==> src/rtl/soe_pkg.sv <==
package soe_pkg;

  localparam int SAMPLE_WIDTH = 16;
  localparam int CORDIC_STEPS = 24;
  localparam int GUARD_BITS   = 20;
  localparam int EW           = 40;
  localparam int CW           = EW + GUARD_BITS + 3;
  localparam int ZW           = 34;
  localparam int PW           = 2 * SAMPLE_WIDTH;
  localparam int SW           = PW + 9;

  localparam logic [31:0] INV_GAIN_Q32 = 32'd2608131496;
  localparam logic signed [ZW-1:0] HALF_PI_UNITS = 34'sd1073741824;
  localparam logic signed [EW-1:0] E_MAX = {1'b0, {(EW-1){1'b1}}};
  localparam logic signed [EW-1:0] E_MIN = {1'b1, {(EW-1){1'b0}}};

  typedef struct packed {
    logic signed [15:0] g2_a;
    logic signed [15:0] g2_b;
    logic signed [15:0] g2_c;
    logic signed [15:0] h2_a;
    logic signed [15:0] h2_b;
    logic signed [15:0] h2_c;
    logic signed [15:0] h2_d;
  } in_word_t;

  typedef struct packed {
    logic signed [39:0] energy_dc;
    logic signed [39:0] energy_cos;
    logic signed [39:0] energy_sin;
    logic        [39:0] orient_strength;
    logic signed [15:0] orient_angle;
  } out_word_t;

  typedef struct packed {
    logic signed [EW-1:0] c1;
    logic signed [EW-1:0] c2;
    logic signed [EW-1:0] c3;
  } energy_t;

  typedef struct packed {
    logic                 zero;
    logic signed [CW-1:0] x;
    logic signed [CW-1:0] y;
    logic signed [ZW-1:0] z;
    energy_t              e;
  } cordic_t;

  function automatic logic signed [ZW-1:0] atan_entry(input int i);
    logic [31:0] t;
    case (i)
      0: t = 32'h20000000;   1: t = 32'h12E4051E;   2: t = 32'h09FB385B;
      3: t = 32'h051111D4;   4: t = 32'h028B0D43;   5: t = 32'h0145D7E1;
      6: t = 32'h00A2F61E;   7: t = 32'h00517C55;   8: t = 32'h0028BE53;
      9: t = 32'h00145F2F;  10: t = 32'h000A2F98;  11: t = 32'h000517CC;
      12: t = 32'h00028BE6; 13: t = 32'h000145F3;  14: t = 32'h0000A2F9;
      15: t = 32'h0000517C; 16: t = 32'h000028BE;  17: t = 32'h0000145F;
      18: t = 32'h00000A2F; 19: t = 32'h00000517;  20: t = 32'h0000028B;
      21: t = 32'h00000145; 22: t = 32'h000000A2;  23: t = 32'h00000051;
      24: t = 32'h00000028; 25: t = 32'h00000014;  26: t = 32'h0000000A;
      27: t = 32'h00000005; 28: t = 32'h00000002;  29: t = 32'h00000001;
      default: t = 32'h0;
    endcase
    return signed'({2'b00, t});
  endfunction

endpackage

==> src/rtl/soe_post.sv <==
module soe_post (
  input  logic               clk,
  input  logic               rst,
  input  logic               in_valid,
  input  soe_pkg::cordic_t   in_cordic,
  output logic               out_valid,
  output soe_pkg::out_word_t out_word
);
  import soe_pkg::*;

  localparam int UW = CW - 1;

  logic [UW-1:0] ux;
  logic [31:0]   hi, lo;
  logic          v1, v2;
  logic [63:0]   ph, pl;
  energy_t       e1;
  logic          z1;
  logic signed [15:0] ang1;
  logic signed [ZW-1:0] zr;
  logic [64:0]   q;
  logic [64:0]   m;

  always_comb begin
    ux = (in_cordic.x > 0) ? in_cordic.x[UW-1:0] : '0;
    hi = 32'(ux >> 32);
    lo = ux[31:0];
    zr = (in_cordic.z + ZW'(65536)) >>> 17;
  end

  // stage 1: gain products, angle folding
  always_ff @(posedge clk) begin
    if (rst) v1 <= 1'b0;
    else     v1 <= in_valid;
    ph <= hi * INV_GAIN_Q32;
    pl <= lo * INV_GAIN_Q32;
    e1 <= in_cordic.e;
    z1 <= in_cordic.zero;
    if (zr <= -16384)    ang1 <= 16'(zr + 32768);
    else if (zr > 16384) ang1 <= 16'(zr - 32768);
    else                 ang1 <= zr[15:0];
  end

  always_comb begin
    q = {1'b0, ph} + 65'(pl >> 32);
    m = (q + 65'(1 << (GUARD_BITS - 1))) >> GUARD_BITS;
  end

  // stage 2: rounding, cap, output register
  always_ff @(posedge clk) begin
    if (rst) v2 <= 1'b0;
    else     v2 <= v1;
    out_word.energy_dc  <= e1.c1;
    out_word.energy_cos <= e1.c2;
    out_word.energy_sin <= e1.c3;
    if (z1) begin
      out_word.orient_strength <= '0;
      out_word.orient_angle    <= '0;
    end else begin
      out_word.orient_strength <= (m > 65'({EW{1'b1}})) ? {EW{1'b1}} : m[EW-1:0];
      out_word.orient_angle    <= ang1;
    end
  end

  assign out_valid = v2;
endmodule

==> config.mk <==
export PLATFORM = sky130hd
export DESIGN_NAME = soe_post
export DESIGN_NICKNAME = d
export VERILOG_FILES = /design/src/rtl/soe_pkg.sv /design/src/rtl/soe_post.sv
export SDC_FILE = /design/constraint.sdc
export NUM_CORES = 2
export LEC_CHECK = 0
export ABC_AREA = 1
export BUFFER_PORTS_ARGS = -buffer_cell sky130_fd_sc_hd__buf_4
export CAP_MARGIN = 20
export CELL_PAD_IN_SITES_DETAIL_PLACEMENT = 1
export CELL_PAD_IN_SITES_GLOBAL_PLACEMENT = 2
export CORE_MARGIN = 5
export CORE_UTILIZATION = 39
export CTS_CLUSTER_SIZE = 16
export DETAILED_ROUTE_END_ITERATION = 7
export PLACE_DENSITY = 0.82
export SYNTH_ARGS = -nofsm -noshare
export SYNTH_HDL_FRONTEND = slang
export SYNTH_SLANG_ARGS = --single-unit
==> constraint.sdc <==
create_clock -name clk -period 10.35 [get_ports clk]
set_input_delay 1.035 -clock clk [delete_from_list [all_inputs] [get_ports clk]]
set_output_delay 1.035 -clock clk [all_outputs]
set_load 0.005 [all_outputs]
# After elaboration in Yosys (flattened, before gate mapping)
# Index checks and enable logic that the tools add are counted.
[word_totals] inputBits=284 output_inout_bits=177 regBits=437 wordCells=29
[op_classes] magnitude_cmp=4 n_mux=4 mul=2 n_addsub=5
[ops] cell="$add A64 B32 Y65" count=1
[ops] cell="$add A65 B20 Y65 const B" count=1
[ops] cell="$gt A63 B1 Y1 const B" count=1
[ops] cell="$mux W62" count=1
[ops] cell="$mul A32 B29 Y61 const B" count=1
[ops] cell="$mul A30 B29 Y59 const B" count=1
[ops] cell="$gt A45 B40 Y1 const B" count=1
[ops] cell="$mux W40" count=1
[ops] cell="$add A34 B18 Y34 const B" count=1
[ops] cell="$mux W16" count=2
[ops] cell="$gt A17 B16 Y1 const B" count=1
[ops] cell="$le A17 B15 Y1 const B" count=1
[ops] cell="$add A16 B16 Y16 const B" count=1
[ops] cell="$sub A16 B16 Y16 const B" count=1

# Logic depth before layout (Yosys ltp)
[logic_depth] depth_word=4 mapped_depth=39 ltp_nobuf=39

# Least setup slack after synthesis
# OpenSTA, ideal clock, no wires.
[synth_path] path_type="input to register" start="input port in_cordic[228] in the netlist's numbering" end="register pl[63]" setup_ps=119 slack_ps=2351 path_stages=33 arrival_time_ps=7880 path_cell_list="nor4_1 > nand4_1 > nor2_1 > nand3_1 > nand2_1 > buf_4 > inv_2 > buf_2 > nand2_1 > inv_1 > ha_1 > fa_1 > inv_1 > fa_1 > fa_1 > inv_1 > fa_1 > fa_1 > fa_1 > inv_1 > fa_1 > inv_1 > ha_1 > a21o_1 > o21bai_1 > a21oi_1 > o21ai_0 > nand2_1 > nand3_1 > nand2_1 > inv_1 > o21ai_0 > nand2_1"
[synth_via] elab_chain_cells=3
[synth_rtl] item="start: declaration" line="soe_post.sv:5" source="input soe_pkg::cordic_t in_cordic,"
[synth_rtl] item="$gt A63 B1 Y1" line="soe_post.sv:25" source="ux = (in_cordic.x > 0) ? in_cordic.x[UW-1:0] : '0;"
[synth_rtl] item="$mux W62 (*)" line="soe_post.sv:25"
[synth_rtl] item="$mul A32 B29 Y61 (*)" line="soe_post.sv:36" source="pl <= lo * INV_GAIN_Q32;"
[synth_rtl] item="end signal: assignment" line="soe_post.sv:36"
[synth_rtl] item="end: declaration" line="soe_post.sv:16" source="logic [63:0] ph, pl;"
# Every way passes the cells marked *; elsewhere a longest branch is shown, timed or not.
# A chain may end at the register's enable or synchronous reset.

# Worst setup path after layout
[layout_path] start="input port in_cordic[219] in the netlist's numbering" end="register pl[51]"
# Same word-level chain as after synthesis.

==> results.yml <==
job:
  maxCapViolations: 0
synthesis:
  ys_top_cells_by_count: "inv_1 (1757), fa_1 (877), ha_1 (751)"
  yosysTopAreaCell: "fa_1"
  ys_seq_area_frac: 0.160
  synth_cells: 5638
  synthDistinctLibCells: 45
  synth_enable_flop_cells: 0
  synth_fp_nets: 7550
  synth_top_area_frac: 0.347
  async_flop_share: 0
  synth-seq-cells: 403
  syn_area_um2: 50600
  synth_flop_cell: "dfxtp_1"
  yosysMostFrequentCell: "inv_1"
  postSynthAreaPerCell_um2: 8.97
  synth_warnings: 0
  ys_top_cells_by_area: "fa_1 (35%), ha_1 (19%), dfxtp_1 (16%), inv_1 (13%), nand2_1 (4.5%)"
clocking:
  htreeDepth: 2
  post_cts_resized: 0
  cts.sinks: 403
  cts_setup_buffers: 0
  cts_buffers: 36
  clk_latency_ps: 550
  clk_pin_slew_ps: 70
  clockRootBuffer: "clkbuf_16"
  cts-hold-fix-buffers: 0
  cts_max_path_buffers: 3
  cts_tree: "built"
routing:
  drc: 0
  wl_mm: 170
  via_per_inst: 4.84
  via_count: 38100
  postRouteAntennaNets: 0
  wl_per_cell_um: 21.7
  drt_iter0_drc: 1753
  first_pass_iters: 5
worst_hold_path:
  min_path_type: "flop to flop"
  hold-path-endpoint: "out_word[71]$_DFF_P_"
  worstHoldStart: "e1[15]$_DFF_P_"
  holdPathStages: 0
global_route:
  grt_max_degree: 57
  gr-usage-all-layers: 0.249
  first_global_vias: 42100
  grt_pass1_wl_mm: 258
  grt_overflow: 0
  antenna_found_initial: 5
place:
  port_buffers: 381
  place_congestion: 0.939
  hpwl_mm: 155
critical_path:
  path_max_fanout: 28
  reg2reg_slack_ps: 6900
  r2r_start: "pl[48]$_DFF_P_"
  cp_slowest_cell: "fa_1"
  cpMostUsedCell: "fa_1"
  crit_arrival_ps: 10300
  max_stage_delay_ps: 620
  required_ps: 10750
  r2r-end: "out_word[50]$_SDFF_PP0_"
  endpoint_kind: "flop"
  start_kind: "input pin"
  rr_worst_depth: 14
  path_class: "input pin to flop"
sta:
  fin_crit_ps: 9900
  rsz0062_at_grt: "false"
  setup_violations: 0
  clock.fmax_mhz: 101
  period_share: 0.956
  fin_skew_ps: 20.2
  report.final.slew_viol_count: 0
  finalSetupTns_ps: 0
  relSlewSlack: 0.298
  tightest_slew_ps: 1050
  final_hold_viol_count: 0
floorplanning:
  rows: 132
  die_area_um2: 137000
  coreArea_um2: 129000
  die_y_um: 370
  io_pins: 461
  initial_utilization: 0.391
  die_w_um: 370
finish:
  area_growth_pct: 13.0
  fin_nets: 8009
  drive_gt1_frac: 0.0877
status:
  outcome: "finished, final reports clean"
[area by class of cell]
cell class              count  area [um^2]
clock inverters            18          216
well taps                1742         2180
multi-input cells        3458        35800
clock buffers              43          967
flip-flops and latches    403         8070
fillers                 15200        72000
inverters                1761         6610
repair buffers            437         3290
diodes                      2         5.00
[logic make-up after synthesis]
kind of cell	count (synthesis)	synth area share
buffers and inverters	1777	0.133
adders and majority gates	1628	0.533
and+or+nand+nor	1286	0.107
AOI/OAI and AO/OA	433	0.0485
DFF	403	0.160
xor gates and xnor gates	111	0.0192
[layout by cell type (no fill, tap or decap), types with 3 or more instances in the layout]
| cell | Yosys | final |
|---|---|---|
| clkbuf_1 | 6 | 3 |
| clkbuf_8 | 0 | 4 |
| clkinvlp_4 | 0 | 3 |
| buf_4 | 1 | 435 |
| a21o_1 | 24 | 24 |
| nand2_1 | 601 | 600 |
| nand3_1 | 131 | 131 |
| nand4_1 | 52 | 52 |
| and3_1 | 8 | 8 |
| o21ai_0 | 111 | 111 |
| a21oi_1 | 201 | 201 |
| dfxtp_1 | 403 | 402 |
| a21oi_2 | 11 | 11 |
| inv_2 | 4 | 4 |
| clkbuf_16 | 0 | 36 |
| or2_2 | 4 | 4 |
| a21boi_0 | 8 | 8 |
| ha_1 | 751 | 751 |
| nand3_2 | 4 | 4 |
| nor3_2 | 4 | 4 |
| inv_1 | 1757 | 1757 |
| bufinv_16 | 0 | 3 |
| clkinv_2 | 0 | 6 |
| o21a_1 | 4 | 4 |
| nand3b_1 | 12 | 12 |
| nand2_2 | 5 | 6 |
| a31oi_1 | 29 | 29 |
| xnor2_1 | 41 | 41 |
| fa_1 | 877 | 877 |
| nor3_1 | 32 | 32 |
| xor2_1 | 70 | 70 |
| and2_1 | 5 | 5 |
| nor4_1 | 22 | 22 |
| nor2_1 | 398 | 398 |
| nor2_2 | 5 | 5 |
| o21bai_1 | 30 | 30 |
[through the flow]
step / hold slack [ps] / worst slack [ps] / util / cell area (um^2) / std cells
floorplan: 310 / 2350 / - / 50600 / 5638
global placement: 310 / 135 / 0.433 / 55900 / 7798
detailed placement: 313 / 50.9 / 0.433 / 55900 / 7801
CTS: 314 / 590 / 0.442 / 57100 / 7862
global route: 328 / 231 / 0.442 / 57100 / 7862
finish: 312 / 450 / 0.442 / 57100 / 7864
[layer usage]
metal / GRT usage / up-vias / wire length [um]
met5: 0.00427 / - / 87
met4: 0.0506 / 4 / 4070
met3: 0.0582 / 169 / 13200
met2: 0.397 / 1081 / 75700
met1: 0.349 / 19100 / 77400
li1: - / 17700 / -
[critical path: cells and delay by family]
family,cells,cell delay [ps]
buffers and inverters,9,1360
XOR/XNOR,1,170
adder cells (fa/ha/maj),9,4530
AND/OR/NAND/NOR,8,2160
AO/OA/AOI/OAI,4,990
[how the worst max path moves through the flow]
stage,from,slack [ps],to,depth (start not counted)
6_report,in_cordic[219],450,pl[51]$_DFF_P_,31
5_1_grt,in_cordic[219],230,pl[51]$_DFF_P_,32
4_1_cts,in_cordic[219],590,pl[51]$_DFF_P_,31
3_5_place_dp,in_cordic[219],50,pl[51]$_DFF_P_,31
3_3_place_gp,in_cordic[219],130,pl[51]$_DFF_P_,31
2_1_floorplan,in_cordic[228],2350,pl[63]$_DFF_P_,33
[state kept, by name, indices dropped and copies added, names as in the netlist]
name       flops
ang1          16
e1           120
out_valid      1
out_word     176
ph            59
pl            29
v1             1
z1             1
Power is left out: the tool's default activity adds up to more than one toggle a clock period on the data nets, which glitch-free logic cannot reach.
